**config.mk**
```make
export PLATFORM = sky130hd
export DESIGN_NAME = humidity_temp_frame_decoder
export DESIGN_NICKNAME = d
export VERILOG_FILES = /design/src/htfd_pkg.sv /design/src/htfd_front.sv /design/src/htfd_back.sv /design/src/humidity_temp_frame_decoder.sv
export SDC_FILE = /design/constraint.sdc
export NUM_CORES = 1
export LEC_CHECK = 0
export BUFFER_PORTS_ARGS = -buffer_cell sky130_fd_sc_hd__buf_2
export CELL_PAD_IN_SITES_DETAIL_PLACEMENT = 1
export CELL_PAD_IN_SITES_GLOBAL_PLACEMENT = 1
export CORE_ASPECT_RATIO = 0.9
export CORE_MARGIN = 5
export CORE_UTILIZATION = 45
export DETAILED_ROUTE_END_ITERATION = 16
export GPL_ROUTABILITY_DRIVEN = 0
export GPL_TIMING_DRIVEN = 0
export PLACE_DENSITY = 0.76
export SLEW_MARGIN = 10
export SYNTH_ARGS = -nofsm -noshare
export SYNTH_HDL_FRONTEND = slang
export SYNTH_SLANG_ARGS = --single-unit
```
**constraint.sdc**
```tcl
create_clock -name clk_i -period 8.7 [get_ports clk_i]
set_input_delay 1.74 -clock clk_i [delete_from_list [all_inputs] [get_ports clk_i]]
set_output_delay 1.74 -clock clk_i [all_outputs]
set_load 0.05 [all_outputs]
```
**src/htfd_pkg.sv**
```systemverilog
// Shared types, constants and arithmetic helpers for the sensor frame decoder.
// No dependencies; imported by every module of the block.
package htfd_pkg;

  localparam logic [7:0]  CrcPoly   = 8'h31;
  localparam logic [7:0]  CrcInit   = 8'hFF;
  localparam logic [17:0] TempSpan  = 18'd175000;
  localparam logic [17:0] TempOff   = 18'd45000;
  localparam logic [16:0] HumSpan   = 17'd100000;
  localparam logic [16:0] FullScale = 17'd65535;

  typedef enum logic [1:0] {
    StatusOk      = 2'd0,
    StatusTempCrc = 2'd1,
    StatusHumCrc  = 2'd2
  } status_e;

  typedef struct packed {
    logic [15:0] t_word;
    logic [15:0] h_word;
    status_e     status;
  } frame_t;

  typedef struct packed {
    logic signed [17:0] temp_milli;
    logic [16:0]        rh_milli;
    logic [15:0]        t_word;
    logic [15:0]        h_word;
    status_e            status;
  } result_t;

  function automatic logic [7:0] crc8_byte(logic [7:0] crc, logic [7:0] data);
    logic [7:0] c;
    c = crc ^ data;
    for (int b = 0; b < 8; b++) begin
      if (c[7]) begin
        c = {c[6:0], 1'b0} ^ CrcPoly;
      end else begin
        c = {c[6:0], 1'b0};
      end
    end
    return c;
  endfunction

  // floor(x / 65535) for x below 2**34, via 65536 = 65535 + 1 folding
  function automatic logic [17:0] div65535(logic [33:0] x);
    logic [17:0] q0;
    logic [18:0] r0;
    logic [2:0]  q1;
    logic [16:0] r1;
    logic        c;
    q0 = x[33:16];
    r0 = {3'b0, x[15:0]} + {1'b0, q0};
    q1 = r0[18:16];
    r1 = {1'b0, r0[15:0]} + {14'b0, q1};
    c  = (r1 >= FullScale);
    return q0 + {15'b0, q1} + {17'b0, c};
  endfunction

endpackage

```
**src/htfd_front.sv**
```systemverilog
// Front part: takes frame bytes, tracks position and CRC, classifies frames.
// Completed frames wait in a two-entry queue for the back part. Uses htfd_pkg.
module htfd_front import htfd_pkg::*; (
  input  logic       clk_i,
  input  logic       rst_ni,
  input  logic       push,
  output logic       full,
  input  logic [7:0] rx_byte_i,
  input  logic       frame_start_i,
  output logic       fr_valid_o,
  output frame_t     fr_data_o,
  input  logic       fr_take_i
);

  logic [2:0]  pos_q, pos_d, pos_cur;
  logic [7:0]  crc_q, crc_d;
  logic [15:0] temp_q, temp_d;
  logic [15:0] hum_q, hum_d;
  logic        tgood_q, tgood_d;
  logic        accept, mid_push, mid_pop;
  frame_t      frame_new;
  frame_t      mid_mem_q [2];
  logic        wr_ptr_q, rd_ptr_q;
  logic [1:0]  cnt_q;

  assign full    = (cnt_q == 2'd2);
  assign accept  = push && !full;
  assign pos_cur = frame_start_i ? 3'd0 : pos_q;

  always_comb begin
    pos_d   = pos_q;
    crc_d   = crc_q;
    temp_d  = temp_q;
    hum_d   = hum_q;
    tgood_d = tgood_q;
    frame_new.t_word = temp_q;
    frame_new.h_word = hum_q;
    if (!tgood_q) begin
      frame_new.status = StatusTempCrc;
    end else if (crc_q != rx_byte_i) begin
      frame_new.status = StatusHumCrc;
    end else begin
      frame_new.status = StatusOk;
    end
    mid_push = 1'b0;
    if (accept) begin
      pos_d = pos_cur + 3'd1;
      unique case (pos_cur)
        3'd0: begin
          crc_d  = crc8_byte(CrcInit, rx_byte_i);
          temp_d = {rx_byte_i, 8'h00};
        end
        3'd1: begin
          crc_d  = crc8_byte(crc_q, rx_byte_i);
          temp_d = {temp_q[15:8], rx_byte_i};
        end
        3'd2: begin
          tgood_d = (crc_q == rx_byte_i);
          crc_d   = CrcInit;
        end
        3'd3: begin
          crc_d = crc8_byte(CrcInit, rx_byte_i);
          hum_d = {rx_byte_i, 8'h00};
        end
        3'd4: begin
          crc_d = crc8_byte(crc_q, rx_byte_i);
          hum_d = {hum_q[15:8], rx_byte_i};
        end
        default: begin
          pos_d    = 3'd0;
          crc_d    = CrcInit;
          mid_push = 1'b1;
        end
      endcase
    end
  end

  assign mid_pop    = fr_take_i && (cnt_q != 2'd0);
  assign fr_valid_o = (cnt_q != 2'd0);
  assign fr_data_o  = mid_mem_q[rd_ptr_q];

  always_ff @(posedge clk_i or negedge rst_ni) begin
    if (!rst_ni) begin
      pos_q    <= 3'd0;
      crc_q    <= CrcInit;
      tgood_q  <= 1'b0;
      wr_ptr_q <= 1'b0;
      rd_ptr_q <= 1'b0;
      cnt_q    <= 2'd0;
    end else begin
      pos_q   <= pos_d;
      crc_q   <= crc_d;
      tgood_q <= tgood_d;
      if (mid_push) begin
        wr_ptr_q <= !wr_ptr_q;
      end
      if (mid_pop) begin
        rd_ptr_q <= !rd_ptr_q;
      end
      cnt_q <= cnt_q + {1'b0, mid_push} - {1'b0, mid_pop};
    end
  end

  always_ff @(posedge clk_i) begin
    temp_q <= temp_d;
    hum_q  <= hum_d;
    if (mid_push) begin
      mid_mem_q[wr_ptr_q] <= frame_new;
    end
  end

endmodule

```
**src/htfd_back.sv**
```systemverilog
// Back part: scales raw words, keeps the last good values, queues results.
// Two stages (multiply, then divide by full scale) feed a four-entry queue. Uses htfd_pkg.
module htfd_back import htfd_pkg::*; (
  input  logic    clk_i,
  input  logic    rst_ni,
  input  logic    fr_valid_i,
  input  frame_t  fr_data_i,
  output logic    fr_take_o,
  output logic    empty,
  input  logic    pop,
  output result_t res_o
);

  logic               a_valid_q;
  logic [33:0]        a_tprod_q;
  logic [32:0]        a_hprod_q;
  frame_t             a_frame_q;
  logic signed [17:0] last_temp_q, last_temp_d;
  logic [16:0]        last_hum_q, last_hum_d;
  logic [17:0]        tq, hq;
  result_t            res_new;
  result_t            out_mem_q [4];
  logic [1:0]         wr_ptr_q, rd_ptr_q;
  logic [2:0]         cnt_q;
  logic               out_pop;

  assign fr_take_o = fr_valid_i && (({1'b0, cnt_q} + {3'b0, a_valid_q}) < 4'd4);

  always_comb begin
    tq = div65535(a_tprod_q);
    hq = div65535({1'b0, a_hprod_q});
    last_temp_d = last_temp_q;
    last_hum_d  = last_hum_q;
    if (a_frame_q.status == StatusOk) begin
      last_temp_d = $signed(tq - TempOff);
      last_hum_d  = hq[16:0];
    end
    res_new.temp_milli = last_temp_d;
    res_new.rh_milli   = last_hum_d;
    res_new.t_word     = a_frame_q.t_word;
    res_new.h_word     = a_frame_q.h_word;
    res_new.status     = a_frame_q.status;
  end

  assign empty   = (cnt_q == 3'd0);
  assign out_pop = pop && !empty;
  assign res_o   = out_mem_q[rd_ptr_q];

  always_ff @(posedge clk_i or negedge rst_ni) begin
    if (!rst_ni) begin
      a_valid_q   <= 1'b0;
      last_temp_q <= '0;
      last_hum_q  <= '0;
      wr_ptr_q    <= 2'd0;
      rd_ptr_q    <= 2'd0;
      cnt_q       <= 3'd0;
    end else begin
      a_valid_q <= fr_take_o;
      if (a_valid_q) begin
        last_temp_q <= last_temp_d;
        last_hum_q  <= last_hum_d;
        wr_ptr_q    <= wr_ptr_q + 2'd1;
      end
      if (out_pop) begin
        rd_ptr_q <= rd_ptr_q + 2'd1;
      end
      cnt_q <= cnt_q + {2'b0, a_valid_q} - {2'b0, out_pop};
    end
  end

  always_ff @(posedge clk_i) begin
    if (fr_take_o) begin
      a_tprod_q <= TempSpan * {18'b0, fr_data_i.t_word};
      a_hprod_q <= HumSpan * {17'b0, fr_data_i.h_word};
      a_frame_q <= fr_data_i;
    end
    if (a_valid_q) begin
      out_mem_q[wr_ptr_q] <= res_new;
    end
  end

endmodule

```
**src/humidity_temp_frame_decoder.sv**
```systemverilog
// Top level of the sensor frame decoder: front classifier and back converter.
// Depends on htfd_pkg, htfd_front and htfd_back.
//
// Usage: frame bytes enter through a queue-like port (push/full), one byte per
// item, in wire order; frame_start_i marks byte zero and resynchronizes the
// frame count. After the sixth byte one result is queued on the output side
// (empty/pop): converted temperature and humidity, both raw words and status.
// On a CRC error the last good converted values are repeated.
// The sixth byte's frame passes the frame queue and the multiply register into
// the result queue. Throughput: one byte per cycle while full is low; the CRC
// update, the multiply stage and divide-by-full-scale stage are registered.
// full rises only while the two-entry frame queue between front and back is
// full; the back part stops drawing frames while its four-entry result queue,
// counting the one frame in flight, has no room. A stalled receiver thus
// backs up through both queues to the input without losing any item.
// Reset clears the frame position, the CRC, both queues and the last good
// values (zero temperature and humidity).
module humidity_temp_frame_decoder import htfd_pkg::*; (
  input  logic               clk_i,
  input  logic               rst_ni,
  input  logic               push,
  output logic               full,
  input  logic [7:0]         rx_byte_i,
  input  logic               frame_start_i,
  output logic               empty,
  input  logic               pop,
  output logic signed [17:0] temp_milli_o,
  output logic [16:0]        rh_milli_o,
  output logic [15:0]        raw_temperature_o,
  output logic [15:0]        raw_humidity_o,
  output logic [1:0]         frame_status_o
);

  logic    fr_valid, fr_take;
  frame_t  fr_data;
  result_t res;

  htfd_front u_front (
    .clk_i,
    .rst_ni,
    .push,
    .full,
    .rx_byte_i,
    .frame_start_i,
    .fr_valid_o (fr_valid),
    .fr_data_o  (fr_data),
    .fr_take_i  (fr_take)
  );

  htfd_back u_back (
    .clk_i,
    .rst_ni,
    .fr_valid_i (fr_valid),
    .fr_data_i  (fr_data),
    .fr_take_o  (fr_take),
    .empty,
    .pop,
    .res_o      (res)
  );

  assign temp_milli_o      = res.temp_milli;
  assign rh_milli_o        = res.rh_milli;
  assign raw_temperature_o = res.t_word;
  assign raw_humidity_o    = res.h_word;
  assign frame_status_o    = res.status;

endmodule

```
==> results of run 1 <==
per-stage QoR:
step	hold WS [ps]	area, µm²
after CTS	453	32800
final	445	32800
after global placement	427	30800
after detailed placement	438	31100
after floorplan	421	29400
after global routing	460	32800
per-layer routing:
| metal | vias to the layer above | global-route usage |
|---|---|---|
| met5 | - | 0 |
| met4 | 0 | 0.0507 |
| met3 | 97 | 0.0290 |
| met2 | 353 | 0.327 |
| met1 | 8637 | 0.268 |
| li1 | 7749 | - |
logic make-up after synthesis:
| logic type | share of synthesized area |
|---|---|
| flip-flops | 0.527 |
| adder cells (fa/ha/maj) | 0.210 |
| buffers and inverters | 0.0414 |
| AND/OR/NAND/NOR | 0.0497 |
| AO/OA/AOI/OAI | 0.0548 |
| multiplexers | 0.0776 |
| XOR/XNOR | 0.0397 |
worst max-delay path, stage by stage, from the launching register on:
cell	delay (ps)
dfrtp_1	330
clkbuf_1	330
clkbuf_1	650
mux2i_1	550
inv_1	310
ha_1	390
inv_1	60
fa_1	480
inv_1	50
fa_1	510
inv_1	60
fa_1	480
inv_1	60
fa_1	530
fa_1	500
ha_1	400
nand3_1	150
nor4_1	290
o21ai_1	110
nand3_1	140
o31a_1	200
o31ai_1	130
a211oi_1	380
o221ai_1	200
xnor2_1	160
area by class of cell:
class | count | area, µm²
Clock buffer | 72 | 1480
Multi-Input combinational cell | 1232 | 12700
Timing Repair Buffer | 87 | 598
Fill cell | 6324 | 31600
Sequential cell | 525 | 15500
Buffer | 45 | 169
Inverter | 279 | 1050
Clock inverter | 29 | 309
Tap cell | 855 | 1070
cells in the mapped netlist (2+ instances only):
| cell | instances | share of area |
|---|---|---|
| o41ai_1 | 2 | 0.00060 |
| nor2_1 | 64 | 0.0082 |
| xnor2_1 | 84 | 0.025 |
| o221ai_1 | 11 | 0.0033 |
| a31oi_1 | 6 | 0.0013 |
| inv_1 | 278 | 0.036 |
| edfxtp_1 | 466 | 0.48 |
| o21ai_0 | 55 | 0.0094 |
| a2111oi_0 | 2 | 0.00060 |
| dfrtp_1 | 51 | 0.043 |
| clkbuf_1 | 35 | 0.0045 |
| o21bai_1 | 14 | 0.0036 |
| dfstp_2 | 8 | 0.0072 |
| a211oi_1 | 10 | 0.0026 |
| a31o_1 | 2 | 0.00060 |
| ha_1 | 271 | 0.12 |
| a21oi_1 | 65 | 0.011 |
| buf_1 | 10 | 0.0013 |
| or2_1 | 2 | 0.00043 |
| mux2i_1 | 15 | 0.0051 |
| nor3_1 | 24 | 0.0041 |
| mux4_2 | 69 | 0.053 |
| a211o_1 | 3 | 0.00090 |
| a21boi_1 | 2 | 0.00051 |
| mux2_2 | 51 | 0.020 |
| nor2b_1 | 16 | 0.0034 |
| o21ai_1 | 10 | 0.0017 |
| and3_1 | 23 | 0.0049 |
| nand2b_1 | 7 | 0.0015 |
| xor2_1 | 49 | 0.015 |
| nand2_1 | 100 | 0.013 |
| nand3_1 | 24 | 0.0041 |
| fa_1 | 138 | 0.094 |
| nor3b_1 | 2 | 0.00051 |
| a41oi_1 | 2 | 0.00060 |
| or3_1 | 3 | 0.00064 |
| o21a_1 | 21 | 0.0054 |
| a21o_1 | 20 | 0.0051 |
| o31ai_1 | 4 | 0.0010 |
| and2_1 | 25 | 0.0053 |
| nor4_1 | 6 | 0.0013 |
| o211ai_1 | 5 | 0.0013 |
| nand4_1 | 7 | 0.0015 |
path summary, 6_finish.rpt:
path / from / endpoint / slack, ps
worst min register to register: u_front.temp_q[8] / u_front.mid_mem_q[1][26] / 440
min in group asynchronous: rst_ni / u_front.crc_q[7] / 1110
worst min-delay path: u_front.temp_q[8] / u_front.mid_mem_q[1][26] / 440
max in group asynchronous: rst_ni / u_back.last_temp_q[17] / 7230
worst max-delay path: u_front.rd_ptr_q / u_back.a_tprod_q[33] / 1010
worst max register to register: u_front.rd_ptr_q / u_back.a_tprod_q[33] / 1010
flip-flops by register name (all words and copies together), names as in the netlist, 17 cells and up:
name,count
u_back.a_tprod_q,30
u_back.out_mem_q,276
u_front.mid_mem_q,68
u_back.a_frame_q,34
u_back.last_hum_q,17
u_back.a_hprod_q,26
u_back.last_temp_q,18
==> metrics, run 1 <==
Num CTS Buffers 54; mapped cell area 0.0294 mm²; Critical Setup Path Class reg2reg; full die area 0.0705 mm²; post-place setup slack 978 ps; Final ANT Viol Nets 0; vias in the first global route 18900; clock transition at the registers of the reported paths 60 ps; Setup TNS Final 0 ps; worst r2r path cells 24; post_cts resized 0; CTS tree built; Area growth, synth to finish 11.9%; # port buffers 77; ys async rst share 0.112; post-synthesis average cell area 14.1 µm²; DRC viols 0; Starting DRT DRC Count 1021; wire per inst 21.7 µm; final worst path period share 0.884; global route overflow 0; Final Setup Violations 0; final std cells w/o fill 3124; # H-tree levels 2; CP startpoint kind flop; post-DP HPWL 52.4 mm; CP endpoint kind flop; largest net degree at the start of global routing 56; Worst Path Arrival 8060 ps; ANT cells 0; Max Cap Viol 0; # IOs 84; initial antenna violation count 2; Seq/Total Area, Yosys 0.527; Via-to-Cell Ratio 5.39; Root Buffer clkbuf_16; Netlist cell types 62; Worst-Skew Late Latency 630 ps; Post-synth EDFFs 466; Synth Warn # 0; most used cells in the layout excluding fill and tap cells edfxtp_1 (466), inv_1 (278), ha_1 (271), fa_1 (138), nand2_1 (100); Least-Margin Pin Slew 1080 ps; Fmax 130 MHz; RSZ-0062 raised after global routing false; clock sink total 525; Finished Core Util 0.510; worst hold path depth 0; Clock Path Buffers 3; GRT Overall Usage 0.194; most common cell after layout, fill and taps aside edfxtp_1; Synth Instances 2081; DR top layer met4; final net count 2646; 1st-pass router iterations 5; maximum net fanout on the critical path 10; cell count after placement 3023; Main synth FF type edfxtp_1; setup ws final 1010 ps; met3 routed WL 3.12 mm; Final min period 7690 ps; Initial Utilization 0.456; Yosys reg bits 525; met1 WL 30.3 mm; Setup Buffers After CTS 0; Critical Path RT 9060 ps; Die W 279 µm; status completed; die span in y 252 µm; core area 0.0644 mm²; ratio of cells with drive above 1 in the final layout 0.138; Via Count 16800; max_slew headroom 0.280; final hold vios 0; CTS Hold Bufs 0; Setup Skew 58.2 ps; first-pass GRT wire length 108 mm; metal2 WL 32.7 mm; HP Class reg2reg; Cell Rows 88; Final Max Slew Viols 0; final wirelength 67.8 mm; syn nets 2503
Power of run 1 is not shown: default switching activity piles up to over one toggle a cycle in this logic, so the estimate is an artifact.
==> inputs of run 2 (changes only) <==
MAX_ROUTING_LAYER = met4   (was not set)
==> run 2 against run 1 <==
- clock-buffer cell count unchanged
- utilization unchanged
- worst hold slack better by 1.8 ps
- clock skew down 2.5 ps
==> metrics, run 2 (synthesis results as in run 1) <==
Cell Rows 88; wire per inst 21.7 µm; Setup Skew 55.7 ps; Area growth, synth to finish 11.9%; core area 0.0644 mm²; first-pass GRT wire length 108 mm; Via Count 16900; Max Cap Viol 0; Starting DRT DRC Count 1023; # IOs 84; GRT Overall Usage 0.200; Final min period 7680 ps; Cell Area, Placed 0.0311 mm²; final hold vios 0; post-place setup slack 978 ps; Num CTS Buffers 54; Buf/Inv on CP 7; Root Buffer clkbuf_16; Worst Path Arrival 8050 ps; CP endpoint kind flop; Critical Setup Path Class reg2reg; HP Class reg2reg; clock transition at the registers of the reported paths 60 ps; post-DP HPWL 52.4 mm; RSZ-0062 raised after global routing false; full die area 0.0705 mm²; # H-tree levels 2; cell count after placement 3023; Setup TNS Final 0 ps; critical path's top delay family adder cells; crit path cell chain clkbuf_1, clkbuf_1, mux2i_1, inv_1, ha_1, inv_1, fa_1, inv_1, fa_1, inv_1, fa_1, inv_1, fa_1, fa_1, ha_1, nand3_1, nor4_1, o21ai_1, nand3_1, o31a_1, o31ai_1, a211oi_1, o221ai_1, xnor2_1; maximum net fanout on the critical path 10; Clock Path Buffers 3; final worst path period share 0.883; post_cts resized 0; max_slew headroom 0.271; Via-to-Cell Ratio 5.40; Worst-Skew Late Latency 630 ps; most common cell after layout, fill and taps aside edfxtp_1; DRC viols 0; most used cells in the layout excluding fill and tap cells edfxtp_1 (466), inv_1 (278), ha_1 (271), fa_1 (138), nand2_1 (100); Initial Utilization 0.456; vias in the first global route 18900; die span in y 252 µm; Critical Path RT 9070 ps; clock sink total 525; CTS Hold Bufs 0; CTS tree built; Final Max Slew Viols 0; CP startpoint kind flop; max incr delay on CP 650 ps; Die W 279 µm; setup ws final 1020 ps; Setup Buffers After CTS 0; Fmax 130 MHz; initial antenna violation count 2; Top reg by flops u_back.out_mem_q; max FFs per register 276; status completed; Least-Margin Pin Slew 1090 ps; final wirelength 67.9 mm; Final Setup Violations 0; largest net degree at the start of global routing 56; final std cells w/o fill 3124; Critical-path top delay cell clkbuf_1; 1st-pass router iterations 5; final net count 2646; # port buffers 77; ANT cells 0; ratio of cells with drive above 1 in the final layout 0.138; final instance area 0.0328 mm²; global route overflow 0; biggest regs u_back.out_mem_q (276), u_front.mid_mem_q (68), u_back.a_frame_q (34); Final ANT Viol Nets 0
==> run 2: cell counts in the layout (fill, tap and decap cells not counted) <==
Identical to the previous run, type by type.
==> run 2: through the flow <==
step | hold WS (ps) | utilization
after floorplan | 421 | -
after global placement | 427 | 0.478
after detailed placement | 438 | 0.482
after CTS | 453 | 0.510
after global routing | 460 | 0.510
final | 446 | 0.510
==> run 2: final timing paths <==
kind	from	to	slack, ps	depth (start not counted)
hold reg to reg	u_front.temp_q[8]	u_front.mid_mem_q[1][26]	450	0
hold / removal	u_front.temp_q[8]	u_front.mid_mem_q[1][26]	450	0
min in group asynchronous	rst_ni	u_front.crc_q[7]	1110	1
setup / recovery	u_front.rd_ptr_q	u_back.a_tprod_q[33]	1020	24
setup reg to reg	u_front.rd_ptr_q	u_back.a_tprod_q[33]	1020	24
max in group asynchronous	rst_ni	u_back.last_temp_q[14]	7220	2
==> run 2: area by class of cell <==
| cell class | count | area, µm² |
|---|---|---|
| Clock inverter | 29 | 309 |
| Multi-Input combinational cell | 1232 | 12700 |
| Sequential cell | 525 | 15500 |
| Buffer | 45 | 169 |
| Inverter | 279 | 1050 |
| Fill cell | 6324 | 31600 |
| Tap cell | 855 | 1070 |
| Timing Repair Buffer | 87 | 598 |
| Clock buffer | 72 | 1480 |
==> run 2: per-layer routing <==
metal  routed length (µm)  track usage  part of all wire
met2                32700        0.326              0.48
met5                    0            -                 0
met4                 1780       0.0518             0.026
met1                30400        0.268              0.45
met3                 2950       0.0288             0.044
Power of run 2 is left out for the same reason.
==> inputs of run 3 (changes only) <==
CORE_MARGIN = 2   (was 5)
==> run 3 against run 2 <==
- sequential share of layout area decreased by 0.15 points
- flip-flop and latch count did not move
- non-clock buffer count grew 1
- utilization is 0.25 points higher
- worst hold slack gained 3.0 ps
- die area shrank 4.5%
- first-iteration DRC count fell by 2.6%
- clock skew decreased by 18 ps
- register-to-register slack got worse by 70 ps
- clock-buffer cell count is 13 lower
- critical path type unchanged
==> metrics, run 3 (synthesis results as in run 1) <==
DRC viols 0; Root Buffer clkbuf_16; Setup Buffers After CTS 0; initial antenna violation count 0; vias in the first global route 18800; Num CTS Buffers 52; biggest regs u_back.out_mem_q (276), u_front.mid_mem_q (68), u_back.a_frame_q (34); final net count 2645; post-DP HPWL 52.2 mm; clock sink total 525; Fmax 129 MHz; max FFs per register 276; Final ANT Viol Nets 0; Final min period 7760 ps; # port buffers 77; first-pass GRT wire length 108 mm; CTS Hold Bufs 0; max incr delay on CP 680 ps; clock transition at the registers of the reported paths 60 ps; Setup TNS Final 0 ps; wire per inst 21.9 µm; Critical Setup Path Class reg2reg; ratio of cells with drive above 1 in the final layout 0.139; Max Cap Viol 0; full die area 0.0673 mm²; # H-tree levels 2; CP endpoint kind flop; critical path's top delay family adder cells; ANT cells 0; Setup Skew 37.8 ps; Clock Path Buffers 3; worst hold slack 449 ps; global route overflow 0; Critical-path top delay cell clkbuf_1; Area growth, synth to finish 12.2%; Worst-Skew Late Latency 610 ps; most common cell after layout, fill and taps aside edfxtp_1; crit path cell chain clkbuf_1, clkbuf_1, mux2i_1, inv_1, ha_1, inv_1, fa_1, inv_1, fa_1, inv_1, fa_1, inv_1, fa_1, fa_1, ha_1, nand3_1, nor4_1, o21ai_1, nand3_1, o31a_1, o31ai_1, a211oi_1, o221ai_1, xnor2_1; maximum net fanout on the critical path 10; Via-to-Cell Ratio 5.40; largest net degree at the start of global routing 55; Least-Margin Pin Slew 1050 ps; Initial Utilization 0.457; Final Setup Violations 0; Top reg by flops u_back.out_mem_q; status completed; Buf/Inv on CP 7; final wirelength 68.3 mm; CP startpoint kind flop; final worst path period share 0.892; Starting DRT DRC Count 996; Cell Rows 88; 1st-pass router iterations 5; Via Count 16900; Critical Path RT 9060 ps; post_cts resized 0; HP Class reg2reg; core area 0.0643 mm²; Worst Path Arrival 8120 ps; most used cells in the layout excluding fill and tap cells edfxtp_1 (466), inv_1 (278), ha_1 (271), fa_1 (138), nand2_1 (100); RSZ-0062 raised after global routing false; GRT Overall Usage 0.214; final hold vios 0; die span in y 246 µm; max_slew headroom 0.298; Final Max Slew Viols 0; Die W 273 µm; CTS tree built; # IOs 84
-- run 3: cell types whose count changed in the layout (fill, tap and decap cells not counted), moves of 2 or more --
cell,change
buf_16,+3
bufinv_16,+6
clkbuf_16,-2
inv_6,+2
clkbuf_1,-5
clkbuf_8,-6
buf_12,-2
-- run 3: layout make-up --
cell class	instances	area (µm²)
inverters	279	1050
well taps	855	1070
plain buffers	45	169
fillers	6393	31300
clock inverters	38	526
flip-flops and latches	525	15500
clock buffers	59	1330
multi-input cells	1232	12700
repair buffers	88	641
-- run 3: worst paths after layout --
path,from,to,slack (ps),cells after the start
min in group asynchronous,rst_ni,u_front.crc_q[2],1150,1
max in group asynchronous,rst_ni,u_back.last_temp_q[17],7200,2
min,u_front.hum_q[10],u_front.mid_mem_q[1][12],450,0
max reg2reg,u_front.rd_ptr_q,u_back.a_tprod_q[33],940,24
min reg2reg,u_front.hum_q[10],u_front.mid_mem_q[1][12],450,0
max,u_front.rd_ptr_q,u_back.a_tprod_q[33],940,24
-- run 3: routing by layer --
layer  share of wire  GRT usage  vias up
met2            0.49      0.354      328
li1                -          -     7728
met5               0          -        -
met1            0.46      0.283     8706
met3           0.034     0.0252       91
met4           0.020     0.0505        0
-- run 3: metrics by stage --
stage | cell area [µm²] | util | cells | setup slack [ps]
3_3_place_gp | 30800 | 0.479 | 3013 | 113
2_1_floorplan | 29400 | - | 2081 | 2270
5_1_grt | 33000 | 0.513 | 3121 | 447
4_1_cts | 33000 | 0.513 | 3121 | 916
6_report | 33000 | 0.513 | 3121 | 944
3_5_place_dp | 31100 | 0.484 | 3024 | 918
Power of run 3 is left out for the same reason.
